<file path="src/rtl/core/pct_pkg.sv">
// ----------------------------------------------------------------------------
// pct_pkg: shared types and decode helpers for the percent escape decoder
// Holds the escape phase encoding, the result item and push bundles, and the
// hex pair decode used on the third byte of an escape.
// ----------------------------------------------------------------------------
package pct_pkg;

    localparam logic [7:0] PCT_CHAR   = 8'h25;
    localparam logic [7:0] PLUS_CHAR  = 8'h2B;
    localparam logic [7:0] MINUS_CHAR = 8'h2D;
    localparam logic [7:0] SPACE_CHAR = 8'h20;

    // Result queue depth: room for two results while one more is held.
    localparam int QUEUE_DEPTH = 3;

    typedef enum logic [1:0] {
        PH_IDLE = 2'd0,  // not inside an escape
        PH_PCT  = 2'd1,  // '%' seen
        PH_HELD = 2'd2   // '%' and one byte seen
    } phase_t;

    typedef struct packed {
        logic [7:0] chr;
        logic       fin;
    } res_t;

    // Results produced by one accepted item.
    typedef struct packed {
        logic [1:0] n;
        res_t       r0;
        res_t       r1;
    } push_t;

    function automatic logic is_hex(input logic [7:0] c);
        return (c >= 8'h30 && c <= 8'h39) || (c >= 8'h41 && c <= 8'h46) ||
               (c >= 8'h61 && c <= 8'h66);
    endfunction

    function automatic logic [3:0] hex_val(input logic [7:0] c);
        logic [7:0] v;
        v = 8'h00;
        if (c >= 8'h30 && c <= 8'h39) begin
            v = c - 8'h30;
        end else if (c >= 8'h41 && c <= 8'h46) begin
            v = c - 8'h37;
        end else if (c >= 8'h61 && c <= 8'h66) begin
            v = c - 8'h57;
        end
        return v[3:0];
    endfunction

    function automatic logic is_blank(input logic [7:0] c);
        return (c == SPACE_CHAR) || (c >= 8'h09 && c <= 8'h0D);
    endfunction

    // Pair decode with number-parser quirks: leading blank or '+', leading
    // '-' (negated mod 256), single digit, else zero.
    function automatic logic [7:0] decode_pair(input logic [7:0] a,
                                               input logic [7:0] b);
        logic [3:0] va;
        logic [3:0] vb;
        logic [7:0] res;
        va  = hex_val(a);
        vb  = hex_val(b);
        res = 8'h00;
        if (is_hex(a)) begin
            res = is_hex(b) ? {va, vb} : {4'h0, va};
        end else if (is_blank(a) || a == PLUS_CHAR) begin
            res = is_hex(b) ? {4'h0, vb} : 8'h00;
        end else if (a == MINUS_CHAR) begin
            res = is_hex(b) ? (8'h00 - {4'h0, vb}) : 8'h00;
        end
        return res;
    endfunction

endpackage

</file>
<file path="src/rtl/core/pct_out_queue.sv">
// ----------------------------------------------------------------------------
// pct_out_queue: result queue of the percent escape decoder
// Shift queue that takes up to two results per cycle and hands one per cycle
// to the result channel while the receiver is ready.
// ----------------------------------------------------------------------------
module pct_out_queue #(
    parameter int Depth = pct_pkg::QUEUE_DEPTH
) (
    input  logic           aclk,
    input  logic           aresetn,
    input  pct_pkg::push_t push,
    output logic           room_two,   // at least two free entries
    output logic           m_tvalid,
    input  logic           m_tready,
    output logic [7:0]     m_tdata,    // [7:0] char_out
    output logic           m_tlast     // out_final
);

    localparam int CntW = $clog2(Depth + 1);

    pct_pkg::res_t  q_reg    [Depth];
    pct_pkg::res_t  q_next   [Depth];
    logic [CntW-1:0] cnt_reg;
    logic [CntW-1:0] cnt_next;
    logic [CntW-1:0] cnt_pop;
    logic            pop;

    assign pop      = m_tvalid && m_tready;
    assign m_tvalid = (cnt_reg != '0);
    assign m_tdata  = q_reg[0].chr;
    assign m_tlast  = q_reg[0].fin;
    assign room_two = (cnt_reg <= CntW'(Depth - 2));

    always_comb begin
        cnt_pop = cnt_reg - CntW'(pop);
        for (int i = 0; i < Depth; i++) begin
            if (pop && i < Depth - 1) begin
                q_next[i] = q_reg[i + 1];
            end else begin
                q_next[i] = q_reg[i];
            end
            if (push.n != 2'd0 && CntW'(i) == cnt_pop) begin
                q_next[i] = push.r0;
            end
            if (push.n == 2'd2 && CntW'(i) == cnt_pop + CntW'(1)) begin
                q_next[i] = push.r1;
            end
        end
        cnt_next = cnt_pop + CntW'(push.n);
    end

    always_ff @(posedge aclk) begin
        for (int i = 0; i < Depth; i++) begin
            q_reg[i] <= q_next[i];
        end
    end

    always_ff @(posedge aclk) begin
        if (!aresetn) begin
            cnt_reg <= '0;
        end else begin
            cnt_reg <= cnt_next;
        end
    end

`ifndef SYNTHESIS
    a_cnt_bound : assert property (@(posedge aclk) disable iff (!aresetn)
        cnt_reg <= CntW'(Depth))
        else $error("result queue count out of range");

    a_no_overflow : assert property (@(posedge aclk) disable iff (!aresetn)
        (push.n != 2'd0) |-> (cnt_reg <= CntW'(Depth - 2)))
        else $error("results pushed without room");

    a_pop_only : assert property (@(posedge aclk) disable iff (!aresetn)
        (pop && push.n == 2'd0) |=> (cnt_reg == $past(cnt_reg) - CntW'(1)))
        else $error("queue count wrong after pop");
`endif

endmodule

</file>
<file path="src/rtl/core/percent_escape_decoder.sv">
// ----------------------------------------------------------------------------
// percent_escape_decoder: percent escape decoder, one byte per cycle while s_tready is high
// Turns '%' plus two bytes into one byte; other bytes pass through.
// ----------------------------------------------------------------------------
// Usage:
//   Input channel s_*: one encoded byte per item in s_tdata, s_tlast high on
//   the last byte of a string. Result channel m_*: decoded bytes, m_tlast on
//   the last decoded byte of the string.
//   A '%' and the byte after it produce nothing; the third byte produces the
//   decoded value. A string that ends on '%' or one byte after it gets the
//   raw bytes back ('%' then the final byte when two come out).
//   A result is queued when its item is accepted and leaves on m_* in order.
//   Throughput: one item per cycle while s_tready is high, set by the
//   combinational decode and the one-result-per-cycle output port. An
//   item that makes two results (cut-short escape) hands them out in turn.
//   A three-entry result queue parts the sides: s_tready stays high while at
//   least two entries are free, so an item is taken while one result waits.
//   If the receiver stalls, the queue fills and s_tready drops.
//   Reset (aresetn low, synchronous) empties the queue and leaves the escape.
// ----------------------------------------------------------------------------
module percent_escape_decoder #(
    parameter int QueueDepth = pct_pkg::QUEUE_DEPTH
) (
    input  logic       aclk,
    input  logic       aresetn,
    input  logic       s_tvalid,
    output logic       s_tready,
    input  logic [7:0] s_tdata,   // [7:0] char_in
    input  logic       s_tlast,   // is_final
    output logic       m_tvalid,
    input  logic       m_tready,
    output logic [7:0] m_tdata,   // [7:0] char_out
    output logic       m_tlast    // out_final
);

    pct_pkg::phase_t phase_reg;
    pct_pkg::phase_t phase_next;
    logic [7:0]      held_reg;
    pct_pkg::push_t  push;
    logic            room_two;
    logic            s_acc;

    assign s_tready = room_two;
    assign s_acc    = s_tvalid && s_tready;

    // Next escape phase; a final byte always closes the string.
    always_comb begin
        phase_next = phase_reg;
        if (s_acc) begin
            if (s_tlast) begin
                phase_next = pct_pkg::PH_IDLE;
            end else begin
                unique case (phase_reg)
                    pct_pkg::PH_PCT:  phase_next = pct_pkg::PH_HELD;
                    pct_pkg::PH_HELD: phase_next = pct_pkg::PH_IDLE;
                    default: begin
                        phase_next = (s_tdata == pct_pkg::PCT_CHAR) ?
                                     pct_pkg::PH_PCT : pct_pkg::PH_IDLE;
                    end
                endcase
            end
        end
    end

    // Results of the item now on the input.
    always_comb begin
        push.n  = 2'd0;
        push.r0 = '{chr: s_tdata, fin: s_tlast};
        push.r1 = '{chr: s_tdata, fin: 1'b1};
        if (s_acc) begin
            unique case (phase_reg)
                pct_pkg::PH_PCT: begin
                    if (s_tlast) begin
                        // escape cut short: give back '%' and this byte
                        push.n  = 2'd2;
                        push.r0 = '{chr: pct_pkg::PCT_CHAR, fin: 1'b0};
                    end
                end
                pct_pkg::PH_HELD: begin
                    push.n      = 2'd1;
                    push.r0.chr = pct_pkg::decode_pair(held_reg, s_tdata);
                end
                default: begin
                    if (!(s_tdata == pct_pkg::PCT_CHAR && !s_tlast)) begin
                        push.n = 2'd1;
                    end
                end
            endcase
        end
    end

    always_ff @(posedge aclk) begin
        if (!aresetn) begin
            phase_reg <= pct_pkg::PH_IDLE;
        end else begin
            phase_reg <= phase_next;
        end
    end

    // First byte after '%'.
    always_ff @(posedge aclk) begin
        if (s_acc && phase_reg == pct_pkg::PH_PCT && !s_tlast) begin
            held_reg <= s_tdata;
        end
    end

    pct_out_queue #(
        .Depth (QueueDepth)
    ) u_queue (
        .aclk     (aclk),
        .aresetn  (aresetn),
        .push     (push),
        .room_two (room_two),
        .m_tvalid (m_tvalid),
        .m_tready (m_tready),
        .m_tdata  (m_tdata),
        .m_tlast  (m_tlast)
    );

`ifndef SYNTHESIS
    a_held_step : assert property (@(posedge aclk) disable iff (!aresetn)
        (s_acc && phase_reg == pct_pkg::PH_PCT && !s_tlast)
        |=> (phase_reg == pct_pkg::PH_HELD && held_reg == $past(s_tdata)))
        else $error("escape did not hold first byte");

    a_two_from_pct : assert property (@(posedge aclk) disable iff (!aresetn)
        (push.n == 2'd2) |-> (phase_reg == pct_pkg::PH_PCT && s_tlast))
        else $error("two results outside a cut-short escape");

    a_final_closes : assert property (@(posedge aclk) disable iff (!aresetn)
        (s_acc && s_tlast) |=> (phase_reg == pct_pkg::PH_IDLE))
        else $error("escape open after final byte");
`endif

endmodule
</file>
<file path="config.mk">
export PLATFORM = sky130hd
export DESIGN_NAME = percent_escape_decoder
export DESIGN_NICKNAME = d
export VERILOG_FILES = /design/src/rtl/core/pct_pkg.sv /design/src/rtl/core/pct_out_queue.sv /design/src/rtl/core/percent_escape_decoder.sv
export SDC_FILE = /design/constraint.sdc
export NUM_CORES = 1
export LEC_CHECK = 0
export BUFFER_PORTS_ARGS = -buffer_cell sky130_fd_sc_hd__buf_2
export CORE_AREA = 4 4 113 115
export DETAILED_ROUTE_END_ITERATION = 8
export DIE_AREA = 0 0 117 119
export GPL_TIMING_DRIVEN = 0
export PLACE_DENSITY = 0.42
export RECOVER_POWER = 50
export SLEW_MARGIN = 25
export SYNTH_ARGS = -nofsm -noshare
export SYNTH_HDL_FRONTEND = slang
export SYNTH_SLANG_ARGS = --single-unit
export TNS_END_PERCENT = 50
</file>
<file path="constraint.sdc">
create_clock -name aclk -period 8.5 [get_ports aclk]
set_input_delay 0.425 -clock aclk [delete_from_list [all_inputs] [get_ports aclk]]
set_output_delay 0.425 -clock aclk [all_outputs]
set_load 0.01 [all_outputs]
</file>
==> impl_metrics.toml <==
[floorplanning]
initial_utilization = 0.2424
fp-row-count = 40
horizontal_extent_of_the_die_um = 117
boundary_pin_count = 24
fp.dieH_um = 119
floorplan.core_area_um2 = 11810
fp.dieArea_um2 = 13920

[detailed_routing]
route.antenna.remaining_nets = 0
detail_route.first_pass.iterations = 5
drc = 0
drt-vias-per-instance = 5.403
route.final.wire_length_um = 8705
drt_first_iter_violations = 140
routed_length_per_instance_um = 17.91
via_count = 2626

[yosys]
synth_area_per_cell_um2 = 9.295
seq_cells_post_synth = 39
synthMostInstantiatedCell = "edfxtp_1"
yosys.area.top_type_share = 0.3357
synth_flop_cell = "edfxtp_1"
synthesis.instances = 308
ys.warnings.count = 0
netlist.top_cell.by_area = "edfxtp_1"
postSynth.asyncResetShare = 0
post_synth_instance_area_um2 = 2863
post_synth_num_cell_types = 62
synth.top_cells.by_count = "edfxtp_1 (32), o21ai_0 (26), nand2_1 (25)"
yosys-top-cells-area = "edfxtp_1 (34%), dfxtp_1 (4.9%), ha_1 (4.8%)"
sequential_cell_area_fraction_in_the_yosys_report = 0.3846
syn_nets = 332
synth_enable_flop_cells = 32

[setup_path]
crit_path_max_incr_delay_ps = 1440
worst_r2r_path_depth = 7
timing.critical_path.arrival_ps = 3870
setup.worst_path.end_class = "register"
crit_path_cell_trace = "inv_1 > ha_1 > clkbuf_2 > nand4bb_1 > or4_1 > a2111oi_0 > or2_0"
critPathSlowestCell = "a2111oi_0"
critPathRequiredTime_ps = 8420
critical_path_fanouts_max = 8
crit-reg2reg-capture = "u_queue.q_reg[0][23]$_DFFE_PP_"
worst-setup-path-type = "register to register"
critical_path.n_buffers_inverters = 2
worst_r2r_startpoint = "phase_reg[0]$_SDFFE_PN0P_"
worstSetupStartpointType = "register"
regToRegSetupSlack_ps = 4540
timing.critical_path.max_delay_family = "compound AO/OA/AOI/OAI gates"

[clock_tree]
clockRootBuffer = "clkbuf_16"
post-cts-setup-buffer-count = 0
number_of_buffers_created_by_cts = 5
clk_latency_ps = 280
cts_repair_resize_count = 0
maximum_level_of_the_cts_h_tree = 2
cts_buffer_depth = 2
clk_pin_slew_worst_paths_ps = 60
postCtsHoldBufs = 0
cts_tree = "built"
cts.sinks = 39

[timing]
finalWorstPathRequiredPeriod_ps = 3960
finalHoldViolations = 0
setup_ws_ps = 4540
final_max_slew_viol_count = 8
timing.fmax_mhz = 252.5
tns_ps = 0
rsz0062_at_grt = "false"
fin_worst_hold_slack_ps = 376.6
skew_ps = 5.771
maxSlewHeadroom = -0.1868
setup_viol = 0
fin_crit_sh = 0.4658
worstMarginPinSlew_ps = 1735

[global_routing]
global_route.overflow_total = 0
pin_count_of_the_biggest_net_entering_global_routing = 14
groute.usage.overall = 0.1278
grt_first_pass_wirelength_um = 13770
number_of_antenna_violations_at_the_first_check_in_global_routing = 0
grt_pass1_vias = 2479

[power_and_ir_drop]
clock_network_power_share = 0.243
cellInternalPower_uw = 565.0
psw_uw = 335.0
power.density_nw_per_um2 = 273.9
sw_frac_of_total = 0.3722
power.ir.vdd_worst_mv = 0.1208
seq_power_share = 0.346
power_leakage_uw = 0.001124
comb_power_share = 0.411

[placement]
dpl.hpwl_um = 6470
finalWeightedCongestion = 0.8695
post-place-ws_ps = 4984
placement.io_buffers = 23

[cells_and_area]
fillers = 1277
design.final.nets = 362
largest_register_ffs = 27
synthesis_to_layout_area_growth_pct = 14.77
antenna_cells_inserted = 0
post_route_cells_drive_above_1_share = 0.08555

[run_status]
violations = "capacitance limit, slew limit"
status = "finished, violations left"

[min_path]
timing.hold.worst_path_depth = 1
holdCritStartpoint = "s_tdata[4]"
whs_endpoint = "held_reg[4]$_DFFE_PP_"
min_path_type = "input port to register"

[flow_run]
cap_viol_max_count = 1
power by group through the flow:
stage,logic [uW],clock network [uW],registers [uW]
finish,370,219,311
global route,414,231,319
CTS,386,225,312
detailed placement,384,0,317
global placement,383,0,316
floorplan,271,0,311
layer usage:
layer	wire length, um	track usage
met1	3883	0.1792
met2	4190	0.2034
met3	496	0.01778
met4	135	0.03656
met5	0	0
logic make-up (layout without fill, tap and decap cells):
logic type	after synthesis	after routing	synth area share
DFF	39	39	0.3846
muxes	3	3	0.01093
adders and majority gates	11	11	0.04808
buffers and inverters	29	60	0.05419
and+or+nand+nor	113	113	0.2168
xor gates and xnor gates	5	5	0.01530
AOI/OAI and AO/OA	108	108	0.2701
cell usage in the layout, fill, tap and decap left out, types with 7 or more instances in the layout:
cell type and count:
ha_1 11, nand3_1 8, nand2_1 25, inv_1 12, nand2b_1 7, clkbuf_1 26, nor2_1 20, nor3_1 10
a211oi_1 10, o21ai_0 26, a21oi_1 12, a22oi_1 8, dfxtp_1 7, buf_4 8, edfxtp_1 32, and2_1 10
worst max-delay path by stage:
stage                                   from  slack [ps]  cells after the start                        endpoint
3_3_place_gp                      s_tdata[0]        4970                     11  u_queue.q_reg[0][23]$_DFFE_PP_
3_5_place_dp                      s_tdata[1]        4980                     11  u_queue.q_reg[0][23]$_DFFE_PP_
5_1_grt                           s_tdata[0]        4150                      6  u_queue.q_reg[0][22]$_DFFE_PP_
2_1_floorplan                     s_tdata[1]        5740                     10  u_queue.q_reg[0][23]$_DFFE_PP_
4_1_cts        u_queue.cnt_reg[1]$_SDFF_PN0_        5100                     11  u_queue.q_reg[0][13]$_DFFE_PP_
6_report           phase_reg[0]$_SDFFE_PN0P_        4540                      7  u_queue.q_reg[0][23]$_DFFE_PP_
per-stage QoR:
| stage | utilization | area, um2 | power, uW | instances |
|---|---|---|---|---|
| floorplan | - | 2863 | 582.6 | 308 |
| global placement | 0.2677 | 3162 | 699.0 | 478 |
| detailed placement | 0.2677 | 3162 | 700.4 | 478 |
| CTS | 0.2820 | 3331 | 923.6 | 486 |
| global route | 0.2782 | 3286 | 963.8 | 486 |
| finish | 0.2782 | 3286 | 900.1 | 486 |
worst reg2reg max path, cell delays in order (launching register included):
cell and delay [ps]:
dfxtp_1 350, inv_1 50, ha_1 270, clkbuf_2 170, nand4bb_1 100, or4_1 560, a2111oi_0 1440, or2_0 650
cell type report:
type | count | area [um2] | share of cell area
multi-input combinational | 240 | 1593 | 0.4848
sequential | 39 | 1101 | 0.3351
tap | 147 | 183.9 | 0.05598
clock buffer | 5 | 125.1 | 0.03808
buffer | 17 | 102.6 | 0.03123
timing repair buffer | 23 | 91.34 | 0.02780
inverter | 12 | 45.04 | 0.01371
clock inverter | 3 | 43.79 | 0.01333
Power figures use the tool's default switching activity.
